### config.mk
export PLATFORM = sky130hd
export DESIGN_NAME = frame_detector_with_crc16_core
export DESIGN_NICKNAME = d
export VERILOG_FILES = /design/src/hw/rtl/fdc16_pkg.sv /design/src/hw/rtl/frame_detector_with_crc16_core.sv
export SDC_FILE = /design/constraint.sdc
export NUM_CORES = 1
export LEC_CHECK = 0
export BUFFER_PORTS_ARGS = -buffer_cell sky130_fd_sc_hd__buf_2
export CAP_MARGIN = 20
export CORE_MARGIN = 2
export CORE_UTILIZATION = 50
export CTS_CLUSTER_SIZE = 14
export DETAILED_ROUTE_END_ITERATION = 16
export PLACE_DENSITY = 0.71
export SETUP_SLACK_MARGIN = 0.2
export SLEW_MARGIN = 20
export SYNTH_ARGS = -nofsm -noshare
export SYNTH_HDL_FRONTEND = slang
export SYNTH_SLANG_ARGS = --single-unit
### constraint.sdc
create_clock -name clk_i -period 3.8 [get_ports clk_i]
set_input_delay 0.76 -clock clk_i [delete_from_list [all_inputs] [get_ports clk_i]]
set_output_delay 0.76 -clock clk_i [all_outputs]
set_load 0.01 [all_outputs]
### src/hw/rtl/fdc16_pkg.sv
package fdc16_pkg;

  localparam int unsigned HEADER_BYTES = 6;

  // configuration register indexes
  localparam logic [2:0] CFG_START_WORD  = 3'd0;
  localparam logic [2:0] CFG_SENSOR_TYPE = 3'd1;
  localparam logic [2:0] CFG_DEVICE_TYPE = 3'd2;
  localparam logic [2:0] CFG_CONTROL_TYPE = 3'd3;
  localparam logic [2:0] CFG_MAX_PAYLOAD = 3'd4;

  // message kinds
  localparam logic [1:0] MK_SENSOR  = 2'd0;
  localparam logic [1:0] MK_DEVICE  = 2'd1;
  localparam logic [1:0] MK_CONTROL = 2'd2;

  // end-of-frame status codes
  localparam logic [2:0] ST_OK        = 3'd0;
  localparam logic [2:0] ST_BAD_START = 3'd1;
  localparam logic [2:0] ST_BAD_TYPE  = 3'd2;
  localparam logic [2:0] ST_BAD_LEN   = 3'd3;
  localparam logic [2:0] ST_BAD_CRC   = 3'd4;

  // beat kinds on the result side
  localparam logic BK_PAYLOAD = 1'b0;
  localparam logic BK_END     = 1'b1;

  localparam logic [15:0] CRC_INIT = 16'hFFFF;
  localparam logic [15:0] CRC_POLY = 16'hA001;

  localparam int unsigned OUT_TDATA_W = 64;

  // crc-16/modbus, one byte, reflected
  function automatic logic [15:0] crc16_byte(input logic [15:0] crc, input logic [7:0] b);
    logic [15:0] c;
    c = crc ^ {8'h00, b};
    for (int k = 0; k < 8; k++) begin
      if (c[0]) begin
        c = (c >> 1) ^ CRC_POLY;
      end else begin
        c = c >> 1;
      end
    end
    return c;
  endfunction

endpackage

### src/hw/rtl/frame_detector_with_crc16_core.sv
// frame deframer with crc-16/modbus check, one received byte per beat
// throughput: one byte every cycle unless a held result is stalled; the crc
// byte update and the parse step sit between the parser state and the result
// register; a result appears on the master side in the cycle after its byte is taken
// reset: configuration returns to its defaults, parser goes idle, result register empties
module frame_detector_with_crc16_core #(
  parameter int unsigned MAX_PAYLOAD = 64
) (
  input  logic        clk_i,
  input  logic        rst_ni,
  input  logic        cfg_we_i,
  input  logic [2:0]  cfg_addr_i,
  input  logic [15:0] cfg_wdata_i,
  input  logic        s_axis_tvalid,
  output logic        s_axis_tready,
  input  logic [7:0]  s_axis_tdata,   // [7:0] rx_byte
  input  logic        s_axis_tuser,   // [0] frame_begin
  output logic        m_axis_tvalid,
  input  logic        m_axis_tready,
  // [5:0] payload_index, [13:6] payload_byte, [15:14] message_kind,
  // [31:16] length_field, [47:32] received_crc, [54:48] frame_bytes,
  // [57:55] status, [63:58] zero
  output logic [fdc16_pkg::OUT_TDATA_W-1:0] m_axis_tdata,
  output logic        m_axis_tuser    // [0] kind
);

  localparam int unsigned CW = $clog2(fdc16_pkg::HEADER_BYTES + MAX_PAYLOAD + 3);

  typedef enum logic [1:0] {
    PH_IDLE,
    PH_HEADER,
    PH_PAYLOAD,
    PH_CRC
  } phase_e;

  // configuration
  logic [15:0] start_word_q, sensor_code_q, device_code_q, control_code_q;
  logic [6:0]  max_payload_q;

  always_ff @(posedge clk_i or negedge rst_ni) begin
    if (!rst_ni) begin
      start_word_q   <= 16'd0;
      sensor_code_q  <= 16'd1;
      device_code_q  <= 16'd2;
      control_code_q <= 16'd3;
      max_payload_q  <= 7'd40;
    end else if (cfg_we_i) begin
      unique case (cfg_addr_i)
        fdc16_pkg::CFG_START_WORD:   start_word_q   <= cfg_wdata_i;
        fdc16_pkg::CFG_SENSOR_TYPE:  sensor_code_q  <= cfg_wdata_i;
        fdc16_pkg::CFG_DEVICE_TYPE:  device_code_q  <= cfg_wdata_i;
        fdc16_pkg::CFG_CONTROL_TYPE: control_code_q <= cfg_wdata_i;
        fdc16_pkg::CFG_MAX_PAYLOAD:  max_payload_q  <= cfg_wdata_i[6:0];
        default: ;
      endcase
    end
  end

  // parser state
  phase_e      phase_q, phase_d;
  logic [CW-1:0] cnt_q, cnt_d;
  logic [15:0] crc_q, crc_d;
  logic [7:0]  held_q, held_d;
  logic [15:0] len_q, len_d;
  logic [1:0]  mkind_q, mkind_d;
  logic [15:0] crcword_q, crcword_d;

  // result register
  logic        out_valid_q;
  logic        out_kind_q, out_kind_d;
  logic [5:0]  out_idx_q, out_idx_d;
  logic [7:0]  out_byte_q, out_byte_d;
  logic [1:0]  out_mkind_q, out_mkind_d;
  logic [15:0] out_len_q, out_len_d;
  logic [15:0] out_crc_q, out_crc_d;
  logic [6:0]  out_fbytes_q, out_fbytes_d;
  logic [2:0]  out_status_q, out_status_d;
  logic        load;

  logic          accept;
  logic [7:0]    b;
  logic [15:0]   word;
  logic [15:0]   limit;
  logic [CW-1:0] len_c;
  logic [CW-1:0] idx;
  logic [15:0]   crc_next;

  assign s_axis_tready = !out_valid_q || m_axis_tready;
  assign accept        = s_axis_tvalid && s_axis_tready;
  assign b             = s_axis_tdata;
  assign word          = {b, held_q};
  assign crc_next      = fdc16_pkg::crc16_byte(crc_q, b);
  assign limit = (16'(max_payload_q) > 16'(MAX_PAYLOAD)) ? 16'(MAX_PAYLOAD)
                                                         : 16'(max_payload_q);
  // a length that passed the check fits the counter width
  assign len_c = len_q[CW-1:0];
  assign idx   = cnt_q - CW'(fdc16_pkg::HEADER_BYTES);

  always_comb begin
    phase_d      = phase_q;
    cnt_d        = cnt_q;
    crc_d        = crc_q;
    held_d       = held_q;
    len_d        = len_q;
    mkind_d      = mkind_q;
    crcword_d    = crcword_q;
    load         = 1'b0;
    out_kind_d   = fdc16_pkg::BK_END;
    out_idx_d    = 6'd0;
    out_byte_d   = 8'd0;
    out_mkind_d  = mkind_q;
    out_len_d    = len_q;
    out_crc_d    = crcword_q;
    out_fbytes_d = 7'd0;
    out_status_d = fdc16_pkg::ST_OK;

    if (accept) begin
      if (s_axis_tuser || phase_q == PH_IDLE) begin
        phase_d   = PH_HEADER;
        cnt_d     = CW'(1);
        crc_d     = fdc16_pkg::crc16_byte(fdc16_pkg::CRC_INIT, b);
        held_d    = b;
        len_d     = 16'd0;
        mkind_d   = fdc16_pkg::MK_SENSOR;
        crcword_d = 16'd0;
      end else begin
        unique case (phase_q)
          PH_HEADER: begin
            crc_d = crc_next;
            cnt_d = cnt_q + CW'(1);
            if (!cnt_q[0]) begin
              held_d = b;
            end else if (cnt_q == CW'(1)) begin
              if (word != start_word_q) begin
                load         = 1'b1;
                out_status_d = fdc16_pkg::ST_BAD_START;
              end
            end else if (cnt_q == CW'(3)) begin
              // sensor wins over device, device over control
              priority if (word == sensor_code_q) begin
                mkind_d = fdc16_pkg::MK_SENSOR;
              end else if (word == device_code_q) begin
                mkind_d = fdc16_pkg::MK_DEVICE;
              end else if (word == control_code_q) begin
                mkind_d = fdc16_pkg::MK_CONTROL;
              end else begin
                load         = 1'b1;
                out_status_d = fdc16_pkg::ST_BAD_TYPE;
              end
            end else begin
              len_d     = word;
              out_len_d = word;
              if (word < 16'd2 || (word - 16'd2) > limit) begin
                load         = 1'b1;
                out_status_d = fdc16_pkg::ST_BAD_LEN;
              end else begin
                phase_d = (word == 16'd2) ? PH_CRC : PH_PAYLOAD;
              end
            end
          end
          PH_PAYLOAD: begin
            crc_d        = crc_next;
            cnt_d        = cnt_q + CW'(1);
            load         = 1'b1;
            out_kind_d   = fdc16_pkg::BK_PAYLOAD;
            out_idx_d    = 6'(idx);
            out_byte_d   = (mkind_q == fdc16_pkg::MK_CONTROL && idx > CW'(1)) ? 8'd0 : b;
            out_crc_d    = 16'd0;
            if ((idx + CW'(1)) >= (len_c - CW'(2))) begin
              phase_d = PH_CRC;
            end
          end
          PH_CRC: begin
            cnt_d = cnt_q + CW'(1);
            if (cnt_d == CW'(fdc16_pkg::HEADER_BYTES) + len_c - CW'(1)) begin
              held_d = b;
            end else begin
              crcword_d    = word;
              out_crc_d    = word;
              load         = 1'b1;
              if (word == crc_q) begin
                out_status_d = fdc16_pkg::ST_OK;
                out_fbytes_d = 7'(cnt_d);
              end else begin
                out_status_d = fdc16_pkg::ST_BAD_CRC;
              end
            end
          end
          default: ;
        endcase
        // every end beat sends the parser back to idle
        if (load && out_kind_d == fdc16_pkg::BK_END) begin
          phase_d = PH_IDLE;
          cnt_d   = '0;
        end
      end
    end
  end

  always_ff @(posedge clk_i or negedge rst_ni) begin
    if (!rst_ni) begin
      phase_q     <= PH_IDLE;
      cnt_q       <= '0;
      crc_q       <= fdc16_pkg::CRC_INIT;
      held_q      <= 8'd0;
      len_q       <= 16'd0;
      mkind_q     <= fdc16_pkg::MK_SENSOR;
      crcword_q   <= 16'd0;
      out_valid_q <= 1'b0;
    end else begin
      phase_q   <= phase_d;
      cnt_q     <= cnt_d;
      crc_q     <= crc_d;
      held_q    <= held_d;
      len_q     <= len_d;
      mkind_q   <= mkind_d;
      crcword_q <= crcword_d;
      if (load) begin
        out_valid_q <= 1'b1;
      end else if (m_axis_tready) begin
        out_valid_q <= 1'b0;
      end
    end
  end

  always_ff @(posedge clk_i) begin
    if (load) begin
      out_kind_q   <= out_kind_d;
      out_idx_q    <= out_idx_d;
      out_byte_q   <= out_byte_d;
      out_mkind_q  <= out_mkind_d;
      out_len_q    <= out_len_d;
      out_crc_q    <= out_crc_d;
      out_fbytes_q <= out_fbytes_d;
      out_status_q <= out_status_d;
    end
  end

  assign m_axis_tvalid = out_valid_q;
  assign m_axis_tuser  = out_kind_q;
  assign m_axis_tdata  = {6'd0, out_status_q, out_fbytes_q, out_crc_q, out_len_q,
                          out_mkind_q, out_byte_q, out_idx_q};

  a_idle_cnt_zero: assert property (@(posedge clk_i) disable iff (!rst_ni)
    phase_q == PH_IDLE |-> cnt_q == '0)
    else $error("parser idle with nonzero byte count");

  a_payload_beat: assert property (@(posedge clk_i) disable iff (!rst_ni)
    accept && !s_axis_tuser && phase_q == PH_PAYLOAD
      |=> m_axis_tvalid && m_axis_tuser == fdc16_pkg::BK_PAYLOAD)
    else $error("payload byte did not produce a payload beat");

  a_payload_len: assert property (@(posedge clk_i) disable iff (!rst_ni)
    phase_q == PH_PAYLOAD |-> len_q > 16'd2 && len_q <= 16'(MAX_PAYLOAD + 2))
    else $error("payload phase with out-of-range length");

  a_cnt_bound: assert property (@(posedge clk_i) disable iff (!rst_ni)
    cnt_q <= CW'(fdc16_pkg::HEADER_BYTES + MAX_PAYLOAD + 2))
    else $error("byte counter past largest frame");

endmodule

### Word-level counts from Yosys, hierarchy flattened

Cells that the tools add are included.

| word-level totals | value |
|---|---|
| bits in registers | 198 |
| latch bits | 0 |
| bits in writable memories | 0 |
| bits in read-only memories | 0 |
| input port bits | 33 |
| memories kept | 0 |

| operators by class | value |
|---|---|
| add/subtract/negate cells | 7 |
| multipliers | 0 |
| divide/modulo/power cells | 0 |
| magnitude comparators | 5 |
| equal/unequal tests | 25 |
| shifts and indexed selects | 0 |
| muxes and demuxes | 100 |
| bitwise logic cells | 22 |
| reduce and logical (&&, ||, !) cells | 36 |

Operator list:

| cell | count |
|---|---|
| 2-to-1 mux 16 bit | 44 |
| equality test 16 bit | 4 |
| NOT 2 -> 3 bit | 16 |
| 2-to-1 mux 2 bit | 19 |
| case mux 16 bit (2 select lines) | 1 |
| 2-to-1 mux 7 bit | 4 |
| 2-to-1 mux 8 bit | 3 |
| 2-to-1 mux 1 bit | 20 |
| inequality test 4 bit, second input constant | 5 |
| equality test 16 x 2 -> 1 bit, second input constant | 1 |
| > comparator 16 x 7 -> 1 bit | 1 |
| less-than comparator 16 x 2 -> 1 bit, second input constant | 1 |
| inequality test 16 bit | 1 |
| NOT 8 -> 16 bit | 1 |
| case mux 8 bit (2 select lines) | 1 |
| AND reduction 2 bit | 8 |
| subtractor 16 x 2 -> 16 bit, second input constant | 1 |
| bitwise XOR 16 x 8 -> 16 bit | 1 |
| 2-to-1 mux 3 bit | 5 |
| adder 7 x 1 -> 7 bit, second input constant | 2 |
| nonzero test 2 bit | 6 |
| nonzero test 4 bit | 2 |
| adder 3 x 7 -> 7 bit, first input constant | 1 |
| equality test 7 x 1 -> 1 bit, second input constant | 1 |
| other kinds (32) | 46 |

### Logic depth before layout (Yosys ltp)

| logic depth | value |
|---|---|
| depth in word-level cells | 32 |
| mapped depth | 15 |
| gate-level depth less buffers | 14 |

### Least setup slack after synthesis

Ideal clock, no wire load.

| path | value |
|---|---|
| path type | in2reg |
| from | input port s_axis_tdata[4] |
| to | register out_kind_q (netlist: m_axis_tuser) (enable) |
| arrival | 3.968 ns |
| required time | 3.387 ns |
| setup slack | -0.581 ns |
| stages on the path | 12 |
| path buffers | 2 |
| cell sequence | buf_2 -> buf_1 -> inv_1 -> ha_1 -> and3b_1 -> o2111ai_1 -> a21oi_1 -> o2111ai_1 -> a211oi_1 -> o21bai_1 -> o21ai_0 -> inv_1 |

| between the ends | value |
|---|---|
| word-level cells in the longest chain between the ends | 12 |
| elaborated cells on any way between the ends | 21 |
| those cells by class | add/sub (1); order compare (2); eq/ne (4); mux (13); reduce/logical (1) |

RTL lines:

| element | RTL line | RTL |
|---|---|---|
| start: declaration | frame_detector_with_crc16_core.sv:16 | `input logic [7:0] s_axis_tdata,` |
| subtractor 16 x 2 -> 16 bit or equality test 16 bit (tied branches) | frame_detector_with_crc16_core.sv:153, frame_detector_with_crc16_core.sv:144 |  |
| > comparator 16 x 7 -> 1 bit or 2-to-1 mux 1 bit (tied branches) | frame_detector_with_crc16_core.sv:153, frame_detector_with_crc16_core.sv:144 |  |
| logical OR 1 bit or 2-to-1 mux 1 bit (tied branches) | frame_detector_with_crc16_core.sv:153, frame_detector_with_crc16_core.sv:142 |  |
| 2-to-1 mux 1 bit, on equally long branches | frame_detector_with_crc16_core.sv:153, frame_detector_with_crc16_core.sv:140 |  |
| 2-to-1 mux 1 bit | frame_detector_with_crc16_core.sv:138 | `end else if (cnt_q == CW'(3)) begin` |
| 2-to-1 mux 1 bit (*) | frame_detector_with_crc16_core.sv:133 | `end else if (cnt_q == CW'(1)) begin` |
| 2-to-1 mux 1 bit (*) | frame_detector_with_crc16_core.sv:131 | `if (!cnt_q[0]) begin` |
| case mux 1 bit (3 select lines) (*) | frame_detector_with_crc16_core.sv:127 | `unique case (phase_q)` |
| 2-to-1 mux 1 bit (*) | frame_detector_with_crc16_core.sv:118 | `if (s_axis_tuser \|\| phase_q == PH_IDLE) begin` |
| 2-to-1 mux 1 bit (*) | frame_detector_with_crc16_core.sv:117 | `if (accept) begin` |
| 2-to-1 mux 1 bit (*) | frame_detector_with_crc16_core.sv:118 |  |
| 2-to-1 mux 1 bit (*) | frame_detector_with_crc16_core.sv:117 |  |
| net load | frame_detector_with_crc16_core.sv:78 | `logic load;` |
| end signal: assignment | frame_detector_with_crc16_core.sv:228 | `out_kind_q <= out_kind_d;` |
| end: declaration | frame_detector_with_crc16_core.sv:70 | `logic out_kind_q, out_kind_d;` |

Mark *: on every way through the listed nets, which the timed path passes. The rest lies on a longest branch. The select of a mux whose other input is x is not followed.
A chain may end at the register's enable or synchronous reset.

### Worst setup path after layout

| path | value |
|---|---|
| from | register cnt_q[0] |
| to | register out_len_q[13] (enable) |

| between the ends | value |
|---|---|
| word-level cells in the longest chain between the ends | 9 |
| elaborated cells on any way between the ends | 13 |
| those cells by class | add/sub (1); eq/ne (3); mux (9) |

RTL lines:

| element | RTL line | RTL |
|---|---|---|
| start: declaration | frame_detector_with_crc16_core.sv:61 | `logic [CW-1:0] cnt_q, cnt_d;` |
| start signal: assignment | frame_detector_with_crc16_core.sv:212 | `cnt_q <= cnt_d;` |
| branches (longest 4 deep; another with adder 7 x 1 -> 7 bit) | -- |  |
| case mux 1 bit (3 select lines) (*) | frame_detector_with_crc16_core.sv:127 |  |
| 2-to-1 mux 1 bit (*) | frame_detector_with_crc16_core.sv:118 |  |
| 2-to-1 mux 1 bit (*) | frame_detector_with_crc16_core.sv:117 |  |
| 2-to-1 mux 1 bit (*) | frame_detector_with_crc16_core.sv:118 |  |
| 2-to-1 mux 1 bit (*) | frame_detector_with_crc16_core.sv:117 |  |
| net load | frame_detector_with_crc16_core.sv:78 |  |
| end signal: assignment | frame_detector_with_crc16_core.sv:232 | `out_len_q <= out_len_d;` |
| end: declaration | frame_detector_with_crc16_core.sv:74 | `logic [15:0] out_len_q, out_len_d;` |

Mark *: on every way through the listed nets, which the timed path passes. The select of a mux whose other input is x is not followed.

==> results.toml <==
[yosys]
synth.largest_area_cell = "dfrtp_1"
yosysUniqueCellTypes = 59
async_flop_share_pct = 70.20
synth_compound_area_share_pct = 8.885
synthMuxAreaShare_pct = 10.46
ys_seq_area_share_pct = 50.44
synth_area_leaders = "dfrtp_1, edfxtp_1, mux2_2"
synth_xor_area_share_pct = 12.57
ys_warn_count = 0
synth_seq_cells = 198
synthCells = 890
ys.flop_type = "dfrtp_1"
synth_top_family_by_area = "XOR/XNOR gates"
syn_avg_cell_area_sq_um = 11.76
synth_area_sq_um = 10460
synth_top_area_share_pct = 27.98
synth-simple-area-share_pct = 9.316
synth_edf_count = 59
synthAdderAreaFrac_pct = 4.186
yosys-top-cells-count = "dfrtp_1, mux2_2, xnor2_1, xor2_1, edfxtp_1"
post-synth-top-count-cell = "dfrtp_1"

[sta]
min_period_ns = 3.443
worst_slack_ns = 0.3565
drv_slew = 0
setup_tns_ns = 0
worst_clock_skew_ns = 0.01824
whs_ns = 0.3088
worstMarginPinSlew_ns = 0.9881
grt_setup_unrepaired = "no"
hold_violations = 0
max_freq_ghz = 0.2904
max-slew-margin-rel_pct = 33.94
report.final.setup_viol = 0
fin_crit_sh_pct = 90.62

[detailed_routing]
vias_per_cell = 5.629
vias = 7115
routedWlPerCell_microns = 19.17
routed_wl_microns = 24230
post-route-drc-count = 0
ant_nets = 0
drt-pass1-iter-count = 4
drt-initial-drc-count = 506

[setup_path]
worstPathArrival_ns = 3.60
critPathCaptureType = "flip-flop"
start_kind = "flip-flop"
worstPathMaxFanout = 59
worstSetupPathType = "reg2reg"
required_ns = 3.96

[clock_network]
cts_inserted_buffers = 17
cts_tree = "done"
htree_levels = 4
root_buffer = "clkbuf_16"
clock_path_buffers = 2
clkSinkCount = 198
clk_latency_ns = 0.45
clkSlewWorstSetupHoldPaths_ns = 0.08

[pwr]
ir_drop_v = 0.0004579
total_power_w = 0.008360
powerDensity_nw_per_um2 = 701.1
p_leak_nw = 5.086

[global_routing]
antenna_found_initial = 0
grt_first_pass_wirelength_microns = 38550
grt_max_degree = 71
grt_pass1_vias = 6893
track_usage_pct = 22.67
grt_overflow = 0

[place]
pre_cts_ws_ns = 0.08876
dpl.hpwl_microns = 16980
port-buffer-count = 93
gp_congestion = 0.9061

[flow_run]
maxCapViolCount = 0

[layout]
final_nets = 1049
antenna_cells = 0
area_delta_synth_final_pct = 13.96
fillCellCount = 1676
drive_gt1_share_pct = 30.18
final_util_pct = 58.55

[outcome]
outcome = "finished, final reports clean"

[die]
io_pins = 100
core-area_sq_um = 20360
die_area_sq_um = 22100
die_w_microns = 148.7
start_util_pct = 51.38
die_h_microns = 148.7
row_count = 52

[worst_hold_path]
hp-class = "in2async"
## report_power, final
part	switching, W	leakage, nW	internal [W]
Combinational	0.00165	2.53	0.00147
Sequential	0.000522	2.26	0.00280
Clock	0.000898	0.301	0.00101
Total	0.00307	5.09	0.00529
## sequential cells by signal, indices dropped and copies added (netlist names), 2 cells and up
name	flops
control_code_q	16
crc_q	16
crcword_q	16
device_code_q	16
len_q	16
out_crc_q	16
out_len_q	16
sensor_code_q	16
start_word_q	16
held_q	8
out_byte_q	8
cnt_q	7
max_payload_q	7
out_fbytes_q	7
out_idx_q	6
out_status_q	3
mkind_q	2
out_mkind_q	2
phase_q	2
## logic make-up (layout without fill, tap and decap cells)
logic type	count (synthesis)	after routing
multiplexers	98	98
buffers and inverters	89	188
AO/OA/AOI/OAI	130	130
adder cells (fa/ha/maj)	35	35
XOR/XNOR	147	147
other	1	6
flip-flops	198	198
AND/OR/NAND/NOR	192	192
## stage by stage
stage	cell area [sq um]	std cells
after floorplan	10570	895
after global placement	11280	1230
after detailed placement	11280	1230
after CTS	11910	1262
after global routing	11920	1264
final	11920	1264
## cell type report
class	count	area [sq um]	share of cell area, %
Sequential cell	198	5279	44.28
Multi-Input combinational cell	608	4810	40.34
Timing Repair Buffer	131	769.5	6.454
Clock buffer	17	425.4	3.568
Tap cell	270	337.8	2.833
Clock inverter	15	203.9	1.711
Inverter	25	97.59	0.8186
## placed cells by master (no fill, tap or decap), types with 21 or more instances in the layout
| master | Yosys | routed |
|---|---|---|
| a22o_1 | 48 | 48 |
| buf_2 | 19 | 92 |
| buf_4 | 9 | 37 |
| dfrtp_1 | 117 | 116 |
| dfstp_2 | 22 | 22 |
| edfxtp_1 | 59 | 59 |
| ha_1 | 35 | 34 |
| inv_1 | 25 | 21 |
| mux2_2 | 90 | 90 |
| nand2_1 | 47 | 47 |
| nor2_1 | 46 | 45 |
| o21ai_0 | 29 | 28 |
| xnor2_1 | 82 | 82 |
| xor2_1 | 63 | 63 |
## critical path, cell delays in order, from the launching register on
cell and delay (ns):
dfrtp_1 0.54, ha_1 0.38, xor2_1 0.32, xnor2_1 0.11, or3_1 0.29, or3_1 0.37, o21a_2 0.29, o21bai_2 0.25
o21ai_2 0.24, clkinvlp_4 0.13, buf_12 0.19
## routing by layer
metal  track usage (%)  vias to the layer above  part of all wire [%]
met5                 0                        -                     0
met4             7.381                        0                   2.0
met3             3.282                       38                   4.9
met2             35.56                      229                    47
met1             32.69                     3533                    46
li1                  -                     3315                     -
## path summary, 6_finish.rpt
check,from,end,slack (ns),depth (start not counted)
setup / recovery,cnt_q[0]$_DFFE_PN0P_,out_len_q[13]$_DFFE_PP_,0.36,10
hold / removal,rst_ni,sensor_code_q[12]$_DFFE_PN0P_,0.31,1
setup reg to reg,cnt_q[0]$_DFFE_PN0P_,out_len_q[13]$_DFFE_PP_,0.36,10
hold reg to reg,mkind_q[0]$_DFFE_PN0P_,out_mkind_q[0]$_DFFE_PP_,0.45,0
max in group asynchronous,rst_ni,max_payload_q[5]$_DFFE_PN1P_,2.59,2
min in group clk_i,mkind_q[0]$_DFFE_PN0P_,out_mkind_q[0]$_DFFE_PP_,0.45,0
## timing repair
action / in CTS / in global routing
buffers inserted: 0 / 2
resized for setup: 0 / 1
hold buffers: 0 / 0
setup endpoints to repair: 0 / 60
No activity file was read; power rests on OpenSTA's default activity.
